$ cat src/hdl/tpt_pkg.sv
// ----------------------------------------------------------------------------
// tpt_pkg - shared types and constants of the turbine power tracker
// Field widths, func and register codes, wind curve and ramp divider
// constants, and a small clamp helper used by the datapath.
// ----------------------------------------------------------------------------
`timescale 1ns / 1ps
`default_nettype none

package tpt_pkg;

    // default width of the held power register
    localparam int POWER_BITS_DEF = 20;

    // field and register widths
    localparam int PWR_W   = 20;
    localparam int SPD_W   = 16;
    localparam int MS_W    = 16;
    localparam int ALPHA_W = 17;
    localparam int CFG_W   = 20;
    localparam int IDX_W   = 2;
    localparam int FUNC_W  = 2;
    localparam int FILT_W  = 36;
    localparam int STEP_W  = 21;

    // shared multiplier operand widths
    localparam int MUL_A_W = 36;
    localparam int MUL_B_W = 22;
    localparam int MUL_P_W = MUL_A_W + MUL_B_W;

    // func codes
    localparam logic [FUNC_W-1:0] FUNC_TICK   = 2'd0;
    localparam logic [FUNC_W-1:0] FUNC_PRESET = 2'd1;
    localparam logic [FUNC_W-1:0] FUNC_CLEAR  = 2'd2;

    // register indexes
    localparam logic [IDX_W-1:0] REG_RATED = 2'd0;
    localparam logic [IDX_W-1:0] REG_MIN   = 2'd1;
    localparam logic [IDX_W-1:0] REG_RAMP  = 2'd2;
    localparam logic [IDX_W-1:0] REG_ALPHA = 2'd3;

    // alpha reset, 0.7 in Q1.16
    localparam logic [ALPHA_W-1:0] ALPHA_RST = 17'd45875;

    // wind curve in Q8.8 m/s: cut-in 3, knee 11, cut-out 25
    localparam logic [SPD_W-1:0] V_CUT_IN  = 16'd768;
    localparam logic [SPD_W-1:0] V_KNEE    = 16'd2816;
    localparam logic [SPD_W-1:0] V_CUT_OUT = 16'd6400;

    // divide by 60000 = shift by 5, then divide by 1875 via reciprocal
    localparam int               RAMP_PRE_SHIFT = 5;
    localparam logic [10:0]      RAMP_DIV       = 11'd1875;
    localparam logic [MUL_B_W-1:0] RAMP_RECIP   = 22'd2290649;  // floor(2^32 / 1875)

    // rounding offsets of the low-pass step
    localparam logic [52:0] RND_UP = 53'd32768;
    localparam logic [52:0] RND_DN = 53'd32767;

    typedef struct packed {
        logic [FUNC_W-1:0] func;
        logic [SPD_W-1:0]  wind_vel;
        logic [MS_W-1:0]   step_ms;
        logic [PWR_W-1:0]  power_value;
        logic              available;
    } item_t;

    typedef struct packed {
        logic [PWR_W-1:0]   nominal_power;
        logic [PWR_W-1:0]   min_power;
        logic [PWR_W-1:0]   ramp_per_minute;
        logic [ALPHA_W-1:0] filter_alpha;
    } cfg_t;

    typedef struct packed {
        logic idle;
        logic done;
    } stat_t;

    // max(lo, min(x, hi)); lo wins when lo > hi
    function automatic logic [21:0] clamp_p(input logic [21:0] x,
                                            input logic [21:0] lo,
                                            input logic [21:0] hi);
        logic [21:0] t;
        t = (x < hi) ? x : hi;
        return (t > lo) ? t : lo;
    endfunction

endpackage

`default_nettype wire

$ cat src/hdl/tpt_mul.sv
// ----------------------------------------------------------------------------
// tpt_mul - shared multiplier with registered product
// One 36 x 22 unsigned multiply per cycle; the product is registered and
// appears in the cycle after the operands.
// ----------------------------------------------------------------------------
`timescale 1ns / 1ps
`default_nettype none

module tpt_mul (
    input  wire logic                        clk,
    input  wire logic [tpt_pkg::MUL_A_W-1:0] a,
    input  wire logic [tpt_pkg::MUL_B_W-1:0] b,
    output logic      [tpt_pkg::MUL_P_W-1:0] prod
);

    logic [tpt_pkg::MUL_P_W-1:0] prod_reg;
    logic [tpt_pkg::MUL_P_W-1:0] prod_next;

    // unsigned product
    always_comb
    begin
        prod_next = tpt_pkg::MUL_P_W'(a) * tpt_pkg::MUL_P_W'(b);
    end

    // product register
    always_ff @(posedge clk)
    begin
        prod_reg <= prod_next;
    end

    assign prod = prod_reg;

endmodule

`default_nettype wire

$ cat src/hdl/tpt_ctrl.sv
// ----------------------------------------------------------------------------
// tpt_ctrl - sequencer and datapath of the power tracker
// Walks one tick item through wind curve, ramp step, clamps and low-pass
// filter, issuing every product to the shared multiplier, applies preset
// and clear, and keeps the held power and filter state.
// ----------------------------------------------------------------------------
`timescale 1ns / 1ps
`default_nettype none

module tpt_ctrl #(
    parameter int POWER_BITS = tpt_pkg::POWER_BITS_DEF
) (
    input  wire logic                      clk,
    input  wire logic                      rst_n,
    input  wire logic                      start,
    input  wire logic                      take,
    input  wire tpt_pkg::item_t            item,
    input  wire tpt_pkg::cfg_t             cfg,
    output tpt_pkg::stat_t                 stat,
    output logic [tpt_pkg::PWR_W-1:0]      result
);

    // sequencer states
    localparam logic [3:0] S_IDLE = 4'd0;
    localparam logic [3:0] S_DD   = 4'd1;
    localparam logic [3:0] S_WP   = 4'd2;
    localparam logic [3:0] S_RM   = 4'd3;
    localparam logic [3:0] S_Q0   = 4'd4;
    localparam logic [3:0] S_QM   = 4'd5;
    localparam logic [3:0] S_STEP = 4'd6;
    localparam logic [3:0] S_X    = 4'd7;
    localparam logic [3:0] S_DIFF = 4'd8;
    localparam logic [3:0] S_MUL  = 4'd9;
    localparam logic [3:0] S_LPW  = 4'd10;
    localparam logic [3:0] S_HELD = 4'd11;
    localparam logic [3:0] S_DONE = 4'd12;

    localparam int HW = (POWER_BITS > tpt_pkg::PWR_W) ? POWER_BITS : tpt_pkg::PWR_W;
    // saturation ceiling: power maximum, never above the 20-bit field
    localparam logic [21:0] CAP = (POWER_BITS < tpt_pkg::PWR_W) ?
                                  22'((64'd1 << POWER_BITS) - 64'd1) : 22'h0FFFFF;

    function automatic logic [tpt_pkg::PWR_W-1:0] sat_p(input logic [21:0] v);
        return (v > CAP) ? CAP[tpt_pkg::PWR_W-1:0] : v[tpt_pkg::PWR_W-1:0];
    endfunction

    // control and model state
    logic [3:0]                       state_reg,  state_next;
    logic [POWER_BITS-1:0]            held_reg,   held_next;
    logic [tpt_pkg::FILT_W-1:0]       filt_reg,   filt_next;
    logic                             primed_reg, primed_next;

    // per-item working registers
    tpt_pkg::item_t                   item_reg,   item_next;
    logic [tpt_pkg::PWR_W-1:0]        lim_reg,    lim_next;
    logic [30:0]                      pp_reg,     pp_next;
    logic [tpt_pkg::STEP_W-1:0]       q0_reg,     q0_next;
    logic [tpt_pkg::STEP_W-1:0]       step_reg,   step_next;
    logic [tpt_pkg::PWR_W-1:0]        target_reg, target_next;
    logic [tpt_pkg::PWR_W-1:0]        x_reg,      x_next;
    logic [tpt_pkg::FILT_W-1:0]       diff_reg,   diff_next;
    logic                             dn_reg,     dn_next;

    // multiplier interface
    logic [tpt_pkg::MUL_A_W-1:0]      mul_a;
    logic [tpt_pkg::MUL_B_W-1:0]      mul_b;
    logic [tpt_pkg::MUL_P_W-1:0]      prod;

    // helpers
    logic [HW-1:0]                    held_w;
    logic [tpt_pkg::PWR_W-1:0]        held20;
    logic [tpt_pkg::SPD_W-1:0]        d_full;
    logic [tpt_pkg::PWR_W-1:0]        x_pre;
    logic [tpt_pkg::PWR_W-1:0]        p_wind;
    logic [30:0]                      rem;
    logic [21:0]                      lo_b;
    logic [21:0]                      hi_b;
    logic [tpt_pkg::PWR_W-1:0]        x_tick;
    logic [tpt_pkg::FILT_W-1:0]       xq;
    logic [tpt_pkg::FILT_W-1:0]       inc_up;
    logic [tpt_pkg::FILT_W-1:0]       inc_dn;
    logic [36:0]                      rnd;

    tpt_mul u_mul (
        .clk  (clk),
        .a    (mul_a),
        .b    (mul_b),
        .prod (prod)
    );

    assign held_w = HW'(held_reg);
    assign held20 = held_w[tpt_pkg::PWR_W-1:0];
    assign d_full = item_reg.wind_vel - tpt_pkg::V_CUT_IN;

    // preset value from the incoming beat
    assign x_pre = sat_p(tpt_pkg::clamp_p(22'(item.power_value), 22'(cfg.min_power),
                                          22'(cfg.nominal_power)));

    // wind curve from the rated * d^2 product
    always_comb
    begin
        if ((item_reg.wind_vel < tpt_pkg::V_CUT_IN) ||
            (item_reg.wind_vel > tpt_pkg::V_CUT_OUT))
        begin
            p_wind = '0;
        end
        else if (item_reg.wind_vel < tpt_pkg::V_KNEE)
        begin
            p_wind = prod[41:22];
        end
        else
        begin
            p_wind = cfg.nominal_power;
        end
    end

    // ramp window around held power and the ramp-limited sample
    assign rem    = pp_reg - prod[30:0];
    assign lo_b   = (22'(held20) > 22'(step_reg)) ? (22'(held20) - 22'(step_reg)) : 22'd0;
    assign hi_b   = 22'(held20) + 22'(step_reg);
    assign x_tick = sat_p(tpt_pkg::clamp_p(22'(target_reg), lo_b, hi_b));

    // low-pass increments, rounded to nearest with halves rounding the result up
    assign xq     = {x_reg, 16'd0};
    assign inc_up = tpt_pkg::FILT_W'(({1'b0, prod[51:0]} + tpt_pkg::RND_UP) >> 16);
    assign inc_dn = tpt_pkg::FILT_W'(({1'b0, prod[51:0]} + tpt_pkg::RND_DN) >> 16);
    assign rnd    = {1'b0, filt_reg} + 37'd32768;

    // operand select for the shared multiplier
    always_comb
    begin
        case (state_reg)
            S_DD:
            begin
                mul_a = tpt_pkg::MUL_A_W'(d_full[10:0]);
                mul_b = tpt_pkg::MUL_B_W'(d_full[10:0]);
            end
            S_WP:
            begin
                mul_a = tpt_pkg::MUL_A_W'(cfg.nominal_power);
                mul_b = prod[21:0];
            end
            S_RM:
            begin
                mul_a = tpt_pkg::MUL_A_W'(cfg.ramp_per_minute);
                mul_b = tpt_pkg::MUL_B_W'(item_reg.step_ms);
            end
            S_Q0:
            begin
                mul_a = tpt_pkg::MUL_A_W'(prod[35:tpt_pkg::RAMP_PRE_SHIFT]);
                mul_b = tpt_pkg::RAMP_RECIP;
            end
            S_QM:
            begin
                mul_a = tpt_pkg::MUL_A_W'(prod[52:32]);
                mul_b = tpt_pkg::MUL_B_W'(tpt_pkg::RAMP_DIV);
            end
            S_MUL:
            begin
                mul_a = diff_reg;
                mul_b = tpt_pkg::MUL_B_W'(cfg.filter_alpha[15:0]);
            end
            default:
            begin
                mul_a = '0;
                mul_b = '0;
            end
        endcase
    end

    // sequencer
    always_comb
    begin
        state_next  = state_reg;
        held_next   = held_reg;
        filt_next   = filt_reg;
        primed_next = primed_reg;
        item_next   = item_reg;
        lim_next    = lim_reg;
        pp_next     = pp_reg;
        q0_next     = q0_reg;
        step_next   = step_reg;
        target_next = target_reg;
        x_next      = x_reg;
        diff_next   = diff_reg;
        dn_next     = dn_reg;

        case (state_reg)
            S_IDLE:
            begin
                if (start)
                begin
                    item_next  = item;
                    state_next = S_DONE;
                    case (item.func)
                        tpt_pkg::FUNC_TICK:
                        begin
                            if (item.available)
                            begin
                                state_next = S_DD;
                            end
                            else
                            begin
                                held_next = '0;
                            end
                        end
                        tpt_pkg::FUNC_PRESET:
                        begin
                            held_next   = POWER_BITS'(x_pre);
                            filt_next   = {x_pre, 16'd0};
                            primed_next = 1'b1;
                        end
                        tpt_pkg::FUNC_CLEAR:
                        begin
                            held_next   = '0;
                            filt_next   = '0;
                            primed_next = 1'b0;
                        end
                        default:
                        begin
                            // unused code: held power and filter unchanged
                        end
                    endcase
                end
            end
            S_DD:
            begin
                state_next = S_WP;
            end
            S_WP:
            begin
                state_next = S_RM;
            end
            S_RM:
            begin
                lim_next   = tpt_pkg::PWR_W'(tpt_pkg::clamp_p(22'(p_wind),
                                                              22'(cfg.min_power),
                                                              22'(cfg.nominal_power)));
                state_next = S_Q0;
            end
            S_Q0:
            begin
                pp_next    = prod[35:tpt_pkg::RAMP_PRE_SHIFT];
                state_next = S_QM;
            end
            S_QM:
            begin
                q0_next    = prod[52:32];
                state_next = S_STEP;
            end
            S_STEP:
            begin
                // reciprocal quotient is low by at most one
                step_next   = q0_reg + tpt_pkg::STEP_W'(rem >= 31'(tpt_pkg::RAMP_DIV));
                target_next = tpt_pkg::PWR_W'(tpt_pkg::clamp_p(22'(item_reg.power_value),
                                                               22'(cfg.min_power),
                                                               22'(lim_reg)));
                state_next  = S_X;
            end
            S_X:
            begin
                x_next = x_tick;
                if (!primed_reg || cfg.filter_alpha[16])
                begin
                    // first sample or unity weight passes straight through
                    filt_next   = {x_tick, 16'd0};
                    primed_next = 1'b1;
                    held_next   = POWER_BITS'(x_tick);
                    state_next  = S_DONE;
                end
                else
                begin
                    state_next = S_DIFF;
                end
            end
            S_DIFF:
            begin
                dn_next    = xq < filt_reg;
                diff_next  = (xq < filt_reg) ? (filt_reg - xq) : (xq - filt_reg);
                state_next = S_MUL;
            end
            S_MUL:
            begin
                state_next = S_LPW;
            end
            S_LPW:
            begin
                filt_next  = dn_reg ? (filt_reg - inc_dn) : (filt_reg + inc_up);
                state_next = S_HELD;
            end
            S_HELD:
            begin
                held_next  = POWER_BITS'(sat_p(22'(rnd[36:16])));
                state_next = S_DONE;
            end
            S_DONE:
            begin
                if (take)
                begin
                    state_next = S_IDLE;
                end
            end
            default:
            begin
                state_next = S_IDLE;
            end
        endcase
    end

    // control and model state registers
    always_ff @(posedge clk or negedge rst_n)
    begin
        if (!rst_n)
        begin
            state_reg  <= S_IDLE;
            held_reg   <= '0;
            filt_reg   <= '0;
            primed_reg <= 1'b0;
        end
        else
        begin
            state_reg  <= state_next;
            held_reg   <= held_next;
            filt_reg   <= filt_next;
            primed_reg <= primed_next;
        end
    end

    // working registers
    always_ff @(posedge clk)
    begin
        item_reg   <= item_next;
        lim_reg    <= lim_next;
        pp_reg     <= pp_next;
        q0_reg     <= q0_next;
        step_reg   <= step_next;
        target_reg <= target_next;
        x_reg      <= x_next;
        diff_reg   <= diff_next;
        dn_reg     <= dn_next;
    end

    assign stat.idle = (state_reg == S_IDLE);
    assign stat.done = (state_reg == S_DONE);
    assign result    = held20;

endmodule

`default_nettype wire

$ cat src/hdl/turbine_power_tracker_top.sv
// ----------------------------------------------------------------------------
// turbine_power_tracker_top - wind turbine power set-point tracker
// Wind-limited power command with ramp limit and first-order low-pass,
// one result beat per item beat, configuration by a plain write port.
// ----------------------------------------------------------------------------
//  channel   signals                                           dir
//  item      item_valid/item_ready, func, wind_vel,            in
//            step_ms, power_value, available
//  result    result_valid/result_ready, power_out              out
//  config    cfg_wr_en, cfg_index, cfg_data (no wait)          in
//
//  tick: wind curve, ramp step and clamps, then the filter steps unless
//  the sample passes straight through (unprimed filter or unity weight);
//  wind curve, ramp divide and filter share the one multiplier; preset,
//  clear, unavailable tick and unused code go straight to done
//  one item is in work at a time; item_ready is high only while idle, so the
//  next beat is taken no earlier than the cycle after the result moves to the output register
//  a finished result waits in the output register; a next item may start
//  while it waits, and then holds in its last state until the register frees
//  reset clears state, sets filter_alpha to 0.7 and the other config registers to 0
// ----------------------------------------------------------------------------
`timescale 1ns / 1ps
`default_nettype none

module turbine_power_tracker_top #(
    parameter int POWER_BITS = tpt_pkg::POWER_BITS_DEF
) (
    input  wire logic                          clk,
    input  wire logic                          rst_n,
    input  wire logic                          item_valid,
    output logic                               item_ready,
    input  wire logic [tpt_pkg::FUNC_W-1:0]    func,
    input  wire logic [tpt_pkg::SPD_W-1:0]     wind_vel,
    input  wire logic [tpt_pkg::MS_W-1:0]      step_ms,
    input  wire logic [tpt_pkg::PWR_W-1:0]     power_value,
    input  wire logic                          available,
    output logic                               result_valid,
    input  wire logic                          result_ready,
    output logic [tpt_pkg::PWR_W-1:0]          power_out,
    input  wire logic                          cfg_wr_en,
    input  wire logic [tpt_pkg::IDX_W-1:0]     cfg_index,
    input  wire logic [tpt_pkg::CFG_W-1:0]     cfg_data
);

    tpt_pkg::cfg_t                  cfg_reg, cfg_next;
    logic                           rvalid_reg, rvalid_next;
    logic [tpt_pkg::PWR_W-1:0]      pout_reg, pout_next;

    tpt_pkg::item_t                 item;
    tpt_pkg::stat_t                 stat;
    logic [tpt_pkg::PWR_W-1:0]      result;
    logic                           start;
    logic                           take;

    assign item.func        = func;
    assign item.wind_vel    = wind_vel;
    assign item.step_ms     = step_ms;
    assign item.power_value = power_value;
    assign item.available   = available;

    // item beat handshake
    assign item_ready = stat.idle;
    assign start      = item_valid && item_ready;

    // result moves out when the output register is free or being drained
    assign take = stat.done && (!rvalid_reg || result_ready);

    tpt_ctrl #(
        .POWER_BITS (POWER_BITS)
    ) u_ctrl (
        .clk    (clk),
        .rst_n  (rst_n),
        .start  (start),
        .take   (take),
        .item   (item),
        .cfg    (cfg_reg),
        .stat   (stat),
        .result (result)
    );

    // configuration writes
    always_comb
    begin
        cfg_next = cfg_reg;
        if (cfg_wr_en)
        begin
            case (cfg_index)
                tpt_pkg::REG_RATED: cfg_next.nominal_power   = cfg_data;
                tpt_pkg::REG_MIN:   cfg_next.min_power       = cfg_data;
                tpt_pkg::REG_RAMP:  cfg_next.ramp_per_minute = cfg_data;
                tpt_pkg::REG_ALPHA: cfg_next.filter_alpha    = cfg_data[tpt_pkg::ALPHA_W-1:0];
                default:            cfg_next = cfg_reg;
            endcase
        end
    end

    // output register
    always_comb
    begin
        rvalid_next = rvalid_reg;
        pout_next   = pout_reg;
        if (take)
        begin
            rvalid_next = 1'b1;
            pout_next   = result;
        end
        else if (result_ready)
        begin
            rvalid_next = 1'b0;
        end
    end

    always_ff @(posedge clk or negedge rst_n)
    begin
        if (!rst_n)
        begin
            cfg_reg.nominal_power   <= '0;
            cfg_reg.min_power       <= '0;
            cfg_reg.ramp_per_minute <= '0;
            cfg_reg.filter_alpha    <= tpt_pkg::ALPHA_RST;
            rvalid_reg              <= 1'b0;
        end
        else
        begin
            cfg_reg    <= cfg_next;
            rvalid_reg <= rvalid_next;
        end
    end

    always_ff @(posedge clk)
    begin
        pout_reg <= pout_next;
    end

    assign result_valid = rvalid_reg;
    assign power_out    = pout_reg;

endmodule

`default_nettype wire

$ cat config.mk
export PLATFORM = sky130hd
export DESIGN_NAME = turbine_power_tracker_top
export DESIGN_NICKNAME = d
export VERILOG_FILES = /design/src/hdl/tpt_pkg.sv /design/src/hdl/tpt_mul.sv /design/src/hdl/tpt_ctrl.sv /design/src/hdl/turbine_power_tracker_top.sv
export SDC_FILE = /design/constraint.sdc
export NUM_CORES = 2
export LEC_CHECK = 0
export ABC_CLOCK_PERIOD_IN_PS = 19900
export BUFFER_PORTS_ARGS = -buffer_cell sky130_fd_sc_hd__buf_2
export CELL_PAD_IN_SITES_DETAIL_PLACEMENT = 1
export CELL_PAD_IN_SITES_GLOBAL_PLACEMENT = 2
export CORE_ASPECT_RATIO = 1.5
export CORE_MARGIN = 1
export CORE_UTILIZATION = 40
export CTS_CLUSTER_DIAMETER = 200
export DETAILED_ROUTE_END_ITERATION = 12
export PLACE_DENSITY_LB_ADDON = 0.1
export SYNTH_ARGS = -nofsm -noshare
export SYNTH_HDL_FRONTEND = slang
export SYNTH_SLANG_ARGS = --single-unit
$ cat constraint.sdc
create_clock -name clk -period 19.9 [get_ports clk]
set_clock_uncertainty 0.2 [all_clocks]
set_input_delay 5.97 -clock clk [delete_from_list [all_inputs] [get_ports clk]]
set_output_delay 5.97 -clock clk [all_outputs]
set_load 0.03 [all_outputs]
==> flow_summary_export.csv <==
group,metric,value,unit
clocking,numCtsBuffers,51,
sta,rsz0062_at_grt,"no",
synth,synth_simple_gate_area_share,14.7,%
placed_design,portBuffers,103,
setup_path,worstPathRequired,20.28,ns
sta,hold_viol,0,
clocking,cts_setup_buffers,0,
cells_and_area,area_growth,8.59,%
placed_design,dp_hpwl,198000,µm
worst_hold_path,hold_end,"cfg_reg[24]",
setup_path,critPathArrivalTime,11.37,ns
synth,synth_area,0.0558,mm²
synth,ys_warn_count,0,
die,dieHeight,460,µm
global_routing,grt_pass1_wl,354000,µm
detailed_routing,vias,47300,
synth,synth_common_cells,"inv_1 (969), nand2_1 (841), fa_1 (674)",
die,start_util,40.4,%
synth,syn_avg_cell_area,9.01,µm²
sta,fin_crit,10.99,ns
synth,synth_top_family_by_area,"adder cells",
detailed_routing,post_drt_wl_per_cell,29.7,µm
setup_path,path_common_cell,"fa_1",
synth,yosysSeqAreaShare,21.2,%
worst_hold_path,min_from,"cfg_reg[24]",
detailed_routing,ant_nets,0,
detailed_routing,firstDrtPassIters,6,
sta,setup_tns,0,ns
setup_path,critPathLaunch,"u_ctrl.state_reg[2]",
die,pin_count,104,
setup_path,timing.rr.end,"u_ctrl.u_mul.prod[46]",
setup_path,reg2reg_from,"u_ctrl.state_reg[2]",
synth,post-synth-top-count-cell,"inv_1",
detailed_routing,drtIter0Drc,2614,
sta,min_period_over_period,55.2,%
status,violations,"capacitance limit",
clocking,cts_max_level,2,
placed_design,gp_congestion,0.949,
sta,fin_ws,8.91,ns
status,outcome,"complete, but fails checks",
synth,synth_compound_area_share,13.5,%
sta,setup_viol_count_final,0,
synth,async_reset_ff_share,32.0,%
worst_hold_path,min_delay_path_depth,1,
cells_and_area,drive_gt1_share,8.59,%
clocking,clk-insertion-delay-late,0.71,ns
clocking,clockBufferDepth,3,
global_routing,grt_use_total,34.8,%
worst_hold_path,hold_path.class,"reg -> reg",
clocking,root_buffer,"clkbuf_16",
clocking,cts_tree,"yes",
synth,synth_top_area_share,24.2,%
setup_path,critPathCaptureType,"flop",
sta,clock.fmax,91.0,MHz
clocking,clkTransAtPathRegs,0.07,ns
setup_path,cpPeakStageDelay,0.78,ns
synth,synth-edff-count,242,
cells_and_area,largest_reg_flops,77,
clocking,cts_sinks,434,
flow_run,maxCapViolCount,1,
die,die_w,307,µm
setup_path,reg2reg_depth,32,
cells_and_area,nNetsFinal,7463,
synth,yosysUniqueCellTypes,95,
setup_path,cp-start-kind,"flop",
global_routing,grt_pass1_vias,51800,
detailed_routing,drc,0,
die,rows,167,
setup_path,r2r_slack,8.91,ns
detailed_routing,drt_wl_total,242000,µm
synth,synthAdderAreaFrac,34.3,%
sta,tightest_slew,1.48,ns
synth,yosys-top-cells-area,"fa_1 (24%), edfxtp_1 (13%), ha_1 (10%), inv_1 (6.5%), dfrtp_1 (5.8%)",
die,core,0.138,mm²
die,die_area,0.141,mm²
global_routing,grt_max_degree,68,
synth,synth_largest_area_cell,"fa_1",
synth,synth_mux_area_share,3.70,%
setup_path,crit_type,"reg -> reg",
clocking,cts_resized,0,
setup_path,slowest_stage,"nand3_1",
setup_path,crit_path_max_fanout,66,
sta,slew_headroom,1.15,%
synth,syn_inst,6201,
synth,ys_seq_elements,434,
global_routing,grt.overflow.total,0,
global_routing,antenna_found_initial,18,
synth,synth_ff_type,"edfxtp_1",
detailed_routing,via_per_inst,5.79,
synth,synth_xor_area_share,4.12,%
sta,finalMaxSlewViolations,0,
placed_design,pre_cts_slack,8.68,ns
clocking,cts-hold-fix-buffers,0,
-- layout make-up --
type                    count  area [µm²]
flip-flops and latches    434       11800
fillers                 16100       77700
diodes                      5        12.5
repair buffers            227        1450
clock buffers              63        1360
well taps                1859        2330
clock inverters            33         349
multi-input cells        4571       39700
inverters                 971        3640
-- placed cells by master (no fill, tap or decap), types with 124 or more instances in the layout --
cell      instances
ha_1            451
buf_4           124
nor2_1          310
o21ai_0         198
fa_1            674
a21o_1          146
nand2_1         840
xnor2_1         183
mux2_2          140
inv_1           969
a21oi_1         315
dfrtp_1         130
edfxtp_1        242
-- layer usage --
layer	track usage, %	wire, µm
met4	24.6	20500
met1	36.7	85500
met5	0	56
met2	63.7	125000
met3	4.58	10900
-- worst max-delay path: cells and delay by family, from the launching register on --
family	cells	cell delay, ns
fa+ha+maj	8	3.74
compound gates	8	2.86
simple gates	7	1.92
buf+inv	8	1.25
flops	1	0.75
xor+xnor	1	0.15
-- kinds of logic after synthesis --
kind of cell | count (synthesis)
xor+xnor | 263
buf+inv | 1256
flops | 434
mux | 189
simple gates | 1783
other cells | 2
fa+ha+maj | 1125
compound gates | 1149
-- metrics by stage --
step / util (%) / hold WS [ns] / std cells / area, µm²
after global routing: 43.8 / 0.308 / 8159 / 60600
after detailed placement: 42.6 / 0.292 / 8062 / 58900
after CTS: 43.8 / 0.303 / 8158 / 60600
after global placement: 42.6 / 0.286 / 8062 / 58900
final: 43.8 / 0.311 / 8163 / 60600
after floorplan: - / 0.203 / 6261 / 56100
-- worst max path at each step --
stage,cells after the start,end
2_1_floorplan,20,u_ctrl.filt_reg[18]
3_3_place_gp,21,u_ctrl.filt_reg[29]
3_5_place_dp,21,u_ctrl.filt_reg[29]
4_1_cts,30,u_ctrl.u_mul.prod[46]
5_1_grt,30,u_ctrl.u_mul.prod[46]
6_report,32,u_ctrl.u_mul.prod[46]
Power is not shown: default switching activity piles up to over one toggle a cycle in this logic, so the estimate is an artifact.
